--- src/hdl/permutation_power_transposer_defines.svh ---
// Assertion helpers for the transposer.
`ifndef PERMUTATION_POWER_TRANSPOSER_DEFINES_SVH
`define PERMUTATION_POWER_TRANSPOSER_DEFINES_SVH

`ifndef SYNTH
// Same-cycle implication.
`define PPT_ASSERT_IMP(lbl, clk, rst, ante, cons) \
   lbl: assert property (@(posedge clk) disable iff (rst) (ante) |-> (cons)) \
      else $error("assertion failed");
// Next-cycle implication.
`define PPT_ASSERT_NEXT(lbl, clk, rst, ante, cons) \
   lbl: assert property (@(posedge clk) disable iff (rst) (ante) |=> (cons)) \
      else $error("assertion failed");
`else
`define PPT_ASSERT_IMP(lbl, clk, rst, ante, cons)
`define PPT_ASSERT_NEXT(lbl, clk, rst, ante, cons)
`endif

`endif

--- src/hdl/ppt_pkg.sv ---
package ppt_pkg;

   localparam int MAX_BLOCK_DEFAULT = 256;

   localparam int POS_W    = 8;
   localparam int CHAR_W   = 8;
   localparam int ROUNDS_W = 32;
   localparam int LEN_W    = 9;
   localparam int COUNT_W  = 9;

   localparam int CSR_ADDR_W = 2;
   localparam int CSR_DATA_W = 32;

   localparam logic [CSR_ADDR_W-1:0] REG_BLOCK_LENGTH_ADDR = 2'd0;
   localparam logic [LEN_W-1:0]      BLOCK_LENGTH_RESET    = 9'd256;

   typedef enum logic {
      OP_LOAD  = 1'b0,
      OP_PLACE = 1'b1
   } op_type;

   typedef struct packed {
      logic               done;
      logic [COUNT_W-1:0] remainder;
   } mod_result_type;

endpackage

--- src/hdl/ppt_key_ram.sv ---
module ppt_key_ram
   import ppt_pkg::*;
#(
   parameter int DEPTH  = MAX_BLOCK_DEFAULT,
   parameter int ADDR_W = $clog2(MAX_BLOCK_DEFAULT)
) (
   input  logic              clock,
   input  logic              wr_en,
   input  logic [ADDR_W-1:0] wr_addr,
   input  logic [POS_W-1:0]  wr_data,
   input  logic [ADDR_W-1:0] rd_addr,
   output logic [POS_W-1:0]  rd_data
);

   logic [POS_W-1:0] key_mem [DEPTH];
   logic [POS_W-1:0] rd_data_ff;

   always_ff @(posedge clock) begin
      if (wr_en) begin
         key_mem[wr_addr] <= wr_data;
      end
      rd_data_ff <= key_mem[rd_addr];
   end

   assign rd_data = rd_data_ff;

endmodule

--- src/hdl/ppt_mod_unit.sv ---
module ppt_mod_unit
   import ppt_pkg::*;
(
   input  logic                clock,
   input  logic                reset,
   input  logic                start,
   input  logic [ROUNDS_W-1:0] dividend,
   input  logic [COUNT_W-1:0]  divisor,
   output mod_result_type      result
);

   localparam int CNT_W = $clog2(ROUNDS_W);
   localparam logic [CNT_W-1:0] STEP_LAST = CNT_W'(ROUNDS_W - 1);

   logic                run_ff,  run_in;
   logic                done_ff, done_in;
   logic [CNT_W-1:0]    cnt_ff,  cnt_in;
   logic [ROUNDS_W-1:0] quo_ff,  quo_in;
   logic [COUNT_W-1:0]  rem_ff,  rem_in;
   logic [COUNT_W-1:0]  dvs_ff,  dvs_in;
   logic [COUNT_W:0]    trial;

   // One restoring step: shift in the next dividend bit, subtract if it fits.
   assign trial = {rem_ff, quo_ff[ROUNDS_W-1]};

   always_comb begin
      run_in  = run_ff;
      done_in = 1'b0;
      cnt_in  = cnt_ff;
      quo_in  = quo_ff;
      rem_in  = rem_ff;
      dvs_in  = dvs_ff;
      if (start) begin
         run_in = 1'b1;
         cnt_in = '0;
         quo_in = dividend;
         rem_in = '0;
         dvs_in = divisor;
      end else if (run_ff) begin
         quo_in = {quo_ff[ROUNDS_W-2:0], 1'b0};
         if (trial >= {1'b0, dvs_ff}) begin
            rem_in = COUNT_W'(trial - {1'b0, dvs_ff});
         end else begin
            rem_in = trial[COUNT_W-1:0];
         end
         cnt_in = cnt_ff + 1'b1;
         if (cnt_ff == STEP_LAST) begin
            run_in  = 1'b0;
            done_in = 1'b1;
         end
      end
   end

   always_ff @(posedge clock) begin
      cnt_ff <= cnt_in;
      quo_ff <= quo_in;
      rem_ff <= rem_in;
      dvs_ff <= dvs_in;
      if (reset) begin
         run_ff  <= 1'b0;
         done_ff <= 1'b0;
      end else begin
         run_ff  <= run_in;
         done_ff <= done_in;
      end
   end

   assign result.done      = done_ff;
   assign result.remainder = rem_ff;

endmodule

--- src/hdl/permutation_power_transposer.sv ---
// Repeated transposition by a key permutation. After reset the block clears
// every entry of its walk-mark memory, one entry per cycle (the memory is as
// deep as the key table); busy stays high meanwhile and no transaction is
// taken. A load transaction (op 0) writes one key table entry and completes
// in the accepting cycle; busy never rises. A character transaction (op 1)
// whose position lies inside the block walks the key from that position, one
// key table read per cycle, and marks each node it takes. The walk stops when
// it covers the block, when the key leaves the block or when it comes back to
// a marked node. Call the number of nodes on the walk L. A bit-serial
// remainder unit then reduces rounds modulo L. A second walk over the same L
// nodes clears the marks and picks the node that lies (rounds mod L) steps
// from the source. The single read port of the key table and the
// one-bit-per-cycle remainder unit set how long busy stays high. The strobe
// rsp_valid comes in the cycle after the last busy cycle, and busy is already
// low in the strobe cycle. The receiver cannot stall: rsp_valid,
// rsp_dest_position and rsp_char_out are valid for exactly one cycle and must
// be taken then. Character transactions outside the block give no result and
// busy does not rise. Write block_length (byte address 0) only while no
// character transaction is in progress. Reading a key entry that was never
// loaded yields an arbitrary destination.
`include "permutation_power_transposer_defines.svh"

module permutation_power_transposer
   import ppt_pkg::*;
#(
   parameter int MAX_BLOCK = MAX_BLOCK_DEFAULT
) (
   input  logic                  clock,
   input  logic                  reset,
   // command channel
   input  logic                  start,
   output logic                  busy,
   input  logic                  req_op,
   input  logic [POS_W-1:0]      req_position,
   input  logic [POS_W-1:0]      req_key_value,
   input  logic [CHAR_W-1:0]     req_char_in,
   input  logic [ROUNDS_W-1:0]   req_rounds,
   // result channel
   output logic                  rsp_valid,
   output logic [POS_W-1:0]      rsp_dest_position,
   output logic [CHAR_W-1:0]     rsp_char_out,
   // register port
   input  logic                  psel,
   input  logic                  penable,
   input  logic                  pwrite,
   input  logic [CSR_ADDR_W-1:0] paddr,
   input  logic [CSR_DATA_W-1:0] pwdata,
   output logic [CSR_DATA_W-1:0] prdata,
   output logic                  pready
);

   // Positions are 8 bits wide, so the table never needs more than 256 entries.
   localparam int KEY_DEPTH = (MAX_BLOCK > 256) ? 256 : MAX_BLOCK;
   localparam int KEY_AW    = (KEY_DEPTH > 1) ? $clog2(KEY_DEPTH) : 1;
   localparam int MAX_CLIP  = (MAX_BLOCK > 511) ? 511 : MAX_BLOCK;
   localparam logic [LEN_W-1:0] MAX_CLIP_LEN = LEN_W'(MAX_CLIP);
   localparam logic [POS_W-1:0] KEY_LAST     = POS_W'(KEY_DEPTH - 1);

   typedef enum logic [2:0] {
      ST_CLEAR,
      ST_IDLE,
      ST_WALK,
      ST_DIV,
      ST_STEP
   } state_type;

   state_type           state_ff,   state_in;
   logic [LEN_W-1:0]    bl_ff,      bl_in;
   logic [POS_W-1:0]    node_ff,    node_in;
   logic [POS_W-1:0]    pos_ff,     pos_in;
   logic [CHAR_W-1:0]   char_ff,    char_in;
   logic [ROUNDS_W-1:0] rounds_ff,  rounds_in;
   logic [COUNT_W-1:0]  count_ff,   count_in;
   logic [COUNT_W-1:0]  steps_ff,   steps_in;
   logic                rsp_vld_ff, rsp_vld_in;
   logic [POS_W-1:0]    dest_ff,    dest_in;
   logic                mark_rd_ff;

   // One mark per key table entry: set while a node is on the current walk.
   logic                mark_mem [KEY_DEPTH];

   logic                accept;
   logic                csr_write;
   logic [LEN_W-1:0]    eff_len;
   logic                load_wr;
   logic                place_go;
   logic [POS_W-1:0]    key_rd;
   logic [COUNT_W-1:0]  count_next;
   logic                walk_last;
   logic                mark_we;
   logic                mark_wd;
   logic                div_start;
   mod_result_type      mod_res;

   // Register port: zero wait states.
   assign pready    = 1'b1;
   assign csr_write = psel & penable & pwrite & pready;
   assign prdata    = (paddr == REG_BLOCK_LENGTH_ADDR) ? CSR_DATA_W'(bl_ff) : '0;

   // Clamp the block length to MAX_BLOCK, and to 511 at most.
   assign eff_len = (bl_ff > MAX_CLIP_LEN) ? MAX_CLIP_LEN : bl_ff;

   assign busy     = (state_ff != ST_IDLE);
   assign accept   = start & ~busy;
   assign load_wr  = accept & (op_type'(req_op) == OP_LOAD)
                   & ({1'b0, req_position} < MAX_CLIP_LEN);
   assign place_go = accept & (op_type'(req_op) == OP_PLACE)
                   & ({1'b0, req_position} < eff_len);

   // Read data always belongs to node_ff: the address is the next node.
   ppt_key_ram #(
      .DEPTH  (KEY_DEPTH),
      .ADDR_W (KEY_AW)
   ) u_key_ram (
      .clock   (clock),
      .wr_en   (load_wr),
      .wr_addr (req_position[KEY_AW-1:0]),
      .wr_data (req_key_value),
      .rd_addr (node_in[KEY_AW-1:0]),
      .rd_data (key_rd)
   );

   // The divisor is the final walk length, taken as the walk ends.
   ppt_mod_unit u_mod_unit (
      .clock    (clock),
      .reset    (reset),
      .start    (div_start),
      .dividend (rounds_ff),
      .divisor  (count_in),
      .result   (mod_res)
   );

   // Mark memory: read beside the key table at the same address, so the mark
   // of node_ff is ready together with its key entry.
   always_ff @(posedge clock) begin
      if (mark_we) begin
         mark_mem[node_ff[KEY_AW-1:0]] <= mark_wd;
      end
      mark_rd_ff <= mark_mem[node_in[KEY_AW-1:0]];
   end

   // Once node_ff is on the walk, stop when the block is covered, when the key
   // leaves the block, or when the entry points back at node_ff itself (its
   // mark is written on the same edge and could not be read back in time).
   assign count_next = count_ff + 1'b1;
   assign walk_last  = (count_next >= eff_len)
                     | ({1'b0, key_rd} >= eff_len)
                     | (key_rd == node_ff);

   // Set marks during the walk, clear them everywhere else.
   assign mark_wd = (state_ff == ST_WALK);

   always_comb begin
      state_in   = state_ff;
      bl_in      = bl_ff;
      node_in    = node_ff;
      pos_in     = pos_ff;
      char_in    = char_ff;
      rounds_in  = rounds_ff;
      count_in   = count_ff;
      steps_in   = steps_ff;
      rsp_vld_in = 1'b0;
      dest_in    = dest_ff;
      div_start  = 1'b0;
      mark_we    = 1'b0;

      if (csr_write && (paddr == REG_BLOCK_LENGTH_ADDR)) begin
         bl_in = pwdata[LEN_W-1:0];
      end

      case (state_ff)
         ST_CLEAR: begin
            // Wipe one mark per cycle after reset.
            mark_we = 1'b1;
            if (node_ff == KEY_LAST) begin
               state_in = ST_IDLE;
            end else begin
               node_in = node_ff + 1'b1;
            end
         end
         ST_IDLE: begin
            if (place_go) begin
               state_in  = ST_WALK;
               node_in   = req_position;
               pos_in    = req_position;
               char_in   = req_char_in;
               rounds_in = req_rounds;
               count_in  = '0;
            end
         end
         ST_WALK: begin
            if (mark_rd_ff) begin
               // node_ff is already on the walk: the loop is closed.
               state_in  = ST_DIV;
               div_start = 1'b1;
               node_in   = pos_ff;
            end else begin
               mark_we  = 1'b1;
               count_in = count_next;
               if (walk_last) begin
                  // Hand the cycle length to the remainder unit, rewind to source.
                  state_in  = ST_DIV;
                  div_start = 1'b1;
                  node_in   = pos_ff;
               end else begin
                  node_in = key_rd;
               end
            end
         end
         ST_DIV: begin
            node_in = pos_ff;
            if (mod_res.done) begin
               // Pick the node when this many walk nodes are still left.
               state_in = ST_STEP;
               steps_in = count_ff - mod_res.remainder;
            end
         end
         ST_STEP: begin
            // Walk the same nodes again, clear each mark, grab the destination.
            mark_we = 1'b1;
            if (count_ff == steps_ff) begin
               dest_in = node_ff;
            end
            if (count_ff == COUNT_W'(1)) begin
               state_in   = ST_IDLE;
               rsp_vld_in = 1'b1;
            end else begin
               node_in  = key_rd;
               count_in = count_ff - 1'b1;
            end
         end
         default: begin
            state_in = ST_IDLE;
         end
      endcase
   end

   always_ff @(posedge clock) begin
      pos_ff    <= pos_in;
      char_ff   <= char_in;
      rounds_ff <= rounds_in;
      count_ff  <= count_in;
      steps_ff  <= steps_in;
      dest_ff   <= dest_in;
      if (reset) begin
         state_ff   <= ST_CLEAR;
         node_ff    <= '0;
         bl_ff      <= BLOCK_LENGTH_RESET;
         rsp_vld_ff <= 1'b0;
      end else begin
         state_ff   <= state_in;
         node_ff    <= node_in;
         bl_ff      <= bl_in;
         rsp_vld_ff <= rsp_vld_in;
      end
   end

   assign rsp_valid         = rsp_vld_ff;
   assign rsp_dest_position = dest_ff;
   assign rsp_char_out      = char_ff;

   // At most one result per transaction: a strobe never repeats.
   `PPT_ASSERT_NEXT(a_single_strobe, clock, reset, rsp_vld_ff, !rsp_vld_ff)
   // The remainder unit finishes only while the sequencer waits for it.
   `PPT_ASSERT_IMP(a_div_done_in_div, clock, reset, mod_res.done, state_ff == ST_DIV)
   // The cycle length never exceeds the block.
   `PPT_ASSERT_IMP(a_len_in_block, clock, reset, state_ff == ST_DIV, count_ff <= eff_len)

endmodule

--- config.mk ---
export PLATFORM = sky130hd
export DESIGN_NAME = permutation_power_transposer
export DESIGN_NICKNAME = d
export VERILOG_FILES = /design/src/hdl/ppt_pkg.sv /design/src/hdl/ppt_key_ram.sv /design/src/hdl/ppt_mod_unit.sv /design/src/hdl/permutation_power_transposer.sv
export VERILOG_INCLUDE_DIRS = /design/src /design/src/hdl
export SDC_FILE = /design/constraint.sdc
export NUM_CORES = 2
export LEC_CHECK = 0
export BUFFER_PORTS_ARGS = -buffer_cell sky130_fd_sc_hd__clkbuf_2
export CAP_MARGIN = 30
export CORE_UTILIZATION = 40
export DETAILED_ROUTE_END_ITERATION = 16
export SYNTH_ARGS = -nofsm -noshare
export SYNTH_HDL_FRONTEND = slang
export SYNTH_HIERARCHICAL = 1
export SYNTH_SLANG_ARGS = --single-unit
export TNS_END_PERCENT = 5
--- constraint.sdc ---
create_clock -name clock -period 12.6 [get_ports clock]
set_clock_uncertainty 0.2 [all_clocks]
set_input_delay 2.52 -clock clock [delete_from_list [all_inputs] [get_ports clock]]
set_output_delay 2.52 -clock clock [all_outputs]
set_load 0.005 [all_outputs]
==> impl_metrics.toml <==
[yosys]
synth_top_area_frac = 0.7283
synth.distinct_cells = 98
ys_seq_area_frac = 0.7393
synth-edff-count = 2410
synth-xor-area-share = 0.003614
synth_compound_area_frac = 0.04607
synth-async-reset-ratio = 0
synthFlopType = "edfxtp_1"
synth_top_family_by_area = "multiplexers"
ys_warn_count = 6
synth.area.top_cells = "edfxtp_1, mux4_2, mux2i_1"
ys_seq_elements = 2465
syn_area_per_cell_um2 = 18.40
synthCells = 5401
synth.cell_area_mm2 = 0.09937
yosys.area_share.simple = 0.04807
synth_mux_area_frac = 0.1331
synthAdderAreaFrac = 0.006698
yosys.area.top_type = "edfxtp_1"

[worst_setup_path]
r2r_cells = 23
startpoint_type = "input port"
critical_path_class = "input port to register"
crit_chain = "clkbuf_2, ha_1, a211o_1, a211oi_2, o21ai_2, inv_2, buf_4, a221oi_1, o2111ai_1, o21ai_2, buf_4, inv_8, buf_4, buf_4, mux4_2, a22oi_1, a21oi_1, nor4_1, nor4_2"
cp_common_cell = "buf_4"
slowest_delay_ns = 0.93
worst-endpoint-required_ns = 13.13
worst_setup_path_end_kind = "register"
worstPathArrival_ns = 9.15
critPathMaxFanout = 66
cp_slowest_cell = "nor4_1"

[outcome]
status = "completed"

[layout]
area_delta_synth_final_pct = 12.29
final_common_cell = "edfxtp_1"
layout.nets = 5695
mostFrequentLayoutCells = "edfxtp_1, nor2_1, mux4_2"
drive_above_1_share = 0.1978

[route]
via_count = 52010
drt_drc_violations_left = 0
wirelength_um = 248400
vias_per_cell = 5.734
wire_per_inst_um = 27.38
drtAntennaViolNets = 0
first_iter_violations = 6189
dr.pass1.iters = 5

[sta]
max_freq_mhz = 115.9
setup_viol = 0
slew_violations = 0
finalSetupTns_ns = 0
period_share = 0.6847
rsz0062_at_grt = "false"
finalHoldViolations = 0
tightest_slew_ns = 1.208
whs_ns = 0.3124
min_period_ns = 8.627
slew_headroom = 0.1950

[die]
die_y_um = 500.4
ioPinCount = 148
die_area_mm2 = 0.2504
rows = 182
core_area_mm2 = 0.2464
die_w_um = 500.4
start_util = 0.4033

[global_routing]
grt_pass1_wl_um = 360700
antenna_found_initial = 3
grt-ovfl-total = 0
grt_usage = 0.1966
grt_max_degree = 193
grt_pass1_vias = 51680

[placement]
gp_congestion = 0.8420
dpl.hpwl_um = 149600
io_buffers = 100

[pwr]
vdd_drop_max_v = 0.0002703
leakage_nw = 35.16
cellPowerDensity_mw_per_mm2 = 223.1

[job]
maxCapViolations = 0

[worst_hold_path]
hp-class = "register to register"
hold_depth = 2

[clock_network]
post_cts_buffers = 0
cts_root_buf = "clkbuf_16"
clock-sinks = 2465
numCtsBuffers = 239
htreeDepth = 4
cts_hold_buffers = 0
clockBufferDepth = 3
clkTransAtPathRegs_ns = 0.07
clkLatencyLatePin_ns = 0.89
cts-resized-gates = 0
cts_tree = "done"
## metal layers
metal,share of wire,wire (µm),track usage
met1,0.42,105100,0.2779
met2,0.48,118400,0.3153
met3,0.076,18950,0.03368
met4,0.024,5929,0.05049
met5,0,0,0
## Yosys cell counts (37+ instances only)
| master | n |
|---|---|
| edfxtp_1 | 2410 |
| nor2_1 | 618 |
| mux4_2 | 454 |
| mux2i_1 | 245 |
| clkbuf_1 | 175 |
| a22oi_1 | 135 |
| a21oi_1 | 129 |
| nand2_1 | 99 |
| nand3_1 | 92 |
| buf_4 | 60 |
| o221ai_1 | 58 |
| dfxtp_1 | 55 |
| o22ai_1 | 52 |
| o21ai_0 | 51 |
| ha_1 | 50 |
| buf_2 | 47 |
| nor2b_1 | 43 |
| mux2_2 | 40 |
| inv_1 | 39 |
| nor3_1 | 38 |
| nor4_1 | 37 |
## flip-flops by register name (all words and copies together) (netlist names), 9 cells and up
name,cells
bl_ff,9
u_key_ram/key_mem,2048
u_mod_unit/dvs_ff,9
u_mod_unit/quo_ff,32
steps_ff,9
rounds_ff,32
count_ff,9
mark_mem,256
u_mod_unit/rem_ff,9
## where the power goes
part           total [mW]  internal, mW  switching, mW
registers            9.32          9.15          0.171
clock network        7.34          4.22           3.12
logic                8.24          3.58           4.66
total                24.9          16.9           7.95
## worst max-delay path: cells and delay by family
family,cells,cell delay [ns]
multiplexers,1,0.38
AO/OA/AOI/OAI,8,1.84
buffers and inverters,7,2.88
adder cells (fa/ha/maj),1,0.32
AND/OR/NAND/NOR,2,1.01
## area by class of cell
class / count / area, µm²
multi-input cells: 2556 / 23780
diodes: 4 / 10.01
well taps: 3312 / 4144
inverters: 45 / 192.7
repair buffers: 239 / 1909
fillers: 21010 / 134800
clock inverters: 151 / 1823
clock buffers: 298 / 6264
flip-flops and latches: 2465 / 73470
## cells by family after synthesis
logic type	after synthesis
and+or+nand+nor	1059
other	2
muxes	745
xor gates and xnor gates	41
adders and majority gates	52
DFF	2465
AOI/OAI and AO/OA	635
buffers and inverters	402
## metrics by stage
stage / utilization / std cells / instance area (µm²) / setup slack, ns / power (mW)
finish: 0.4529 / 9070 / 111600 / 3.973 / 24.90
global route: 0.4529 / 9067 / 111600 / 3.678 / 25.85
CTS: 0.4526 / 9063 / 111500 / 4.083 / 25.09
detailed placement: 0.4198 / 8614 / 103400 / 3.134 / 17.78
global placement: 0.4183 / 8587 / 103100 / 2.980 / 17.74
floorplan: - / 5423 / 99460 / 4.115 / 15.71
## path summary, 6_finish.rpt
path                                              to  slack, ns                 start
worst min register to register  u_mod_unit/cnt_ff[4]       0.31  u_mod_unit/cnt_ff[4]
worst max register to register  u_key_ram/rd_data[0]       4.22           count_ff[0]
worst min-delay path            u_mod_unit/cnt_ff[4]       0.31  u_mod_unit/cnt_ff[4]
worst max-delay path            u_key_ram/rd_data[6]       3.97       req_position[1]
No activity file was read; power rests on OpenSTA's default activity.
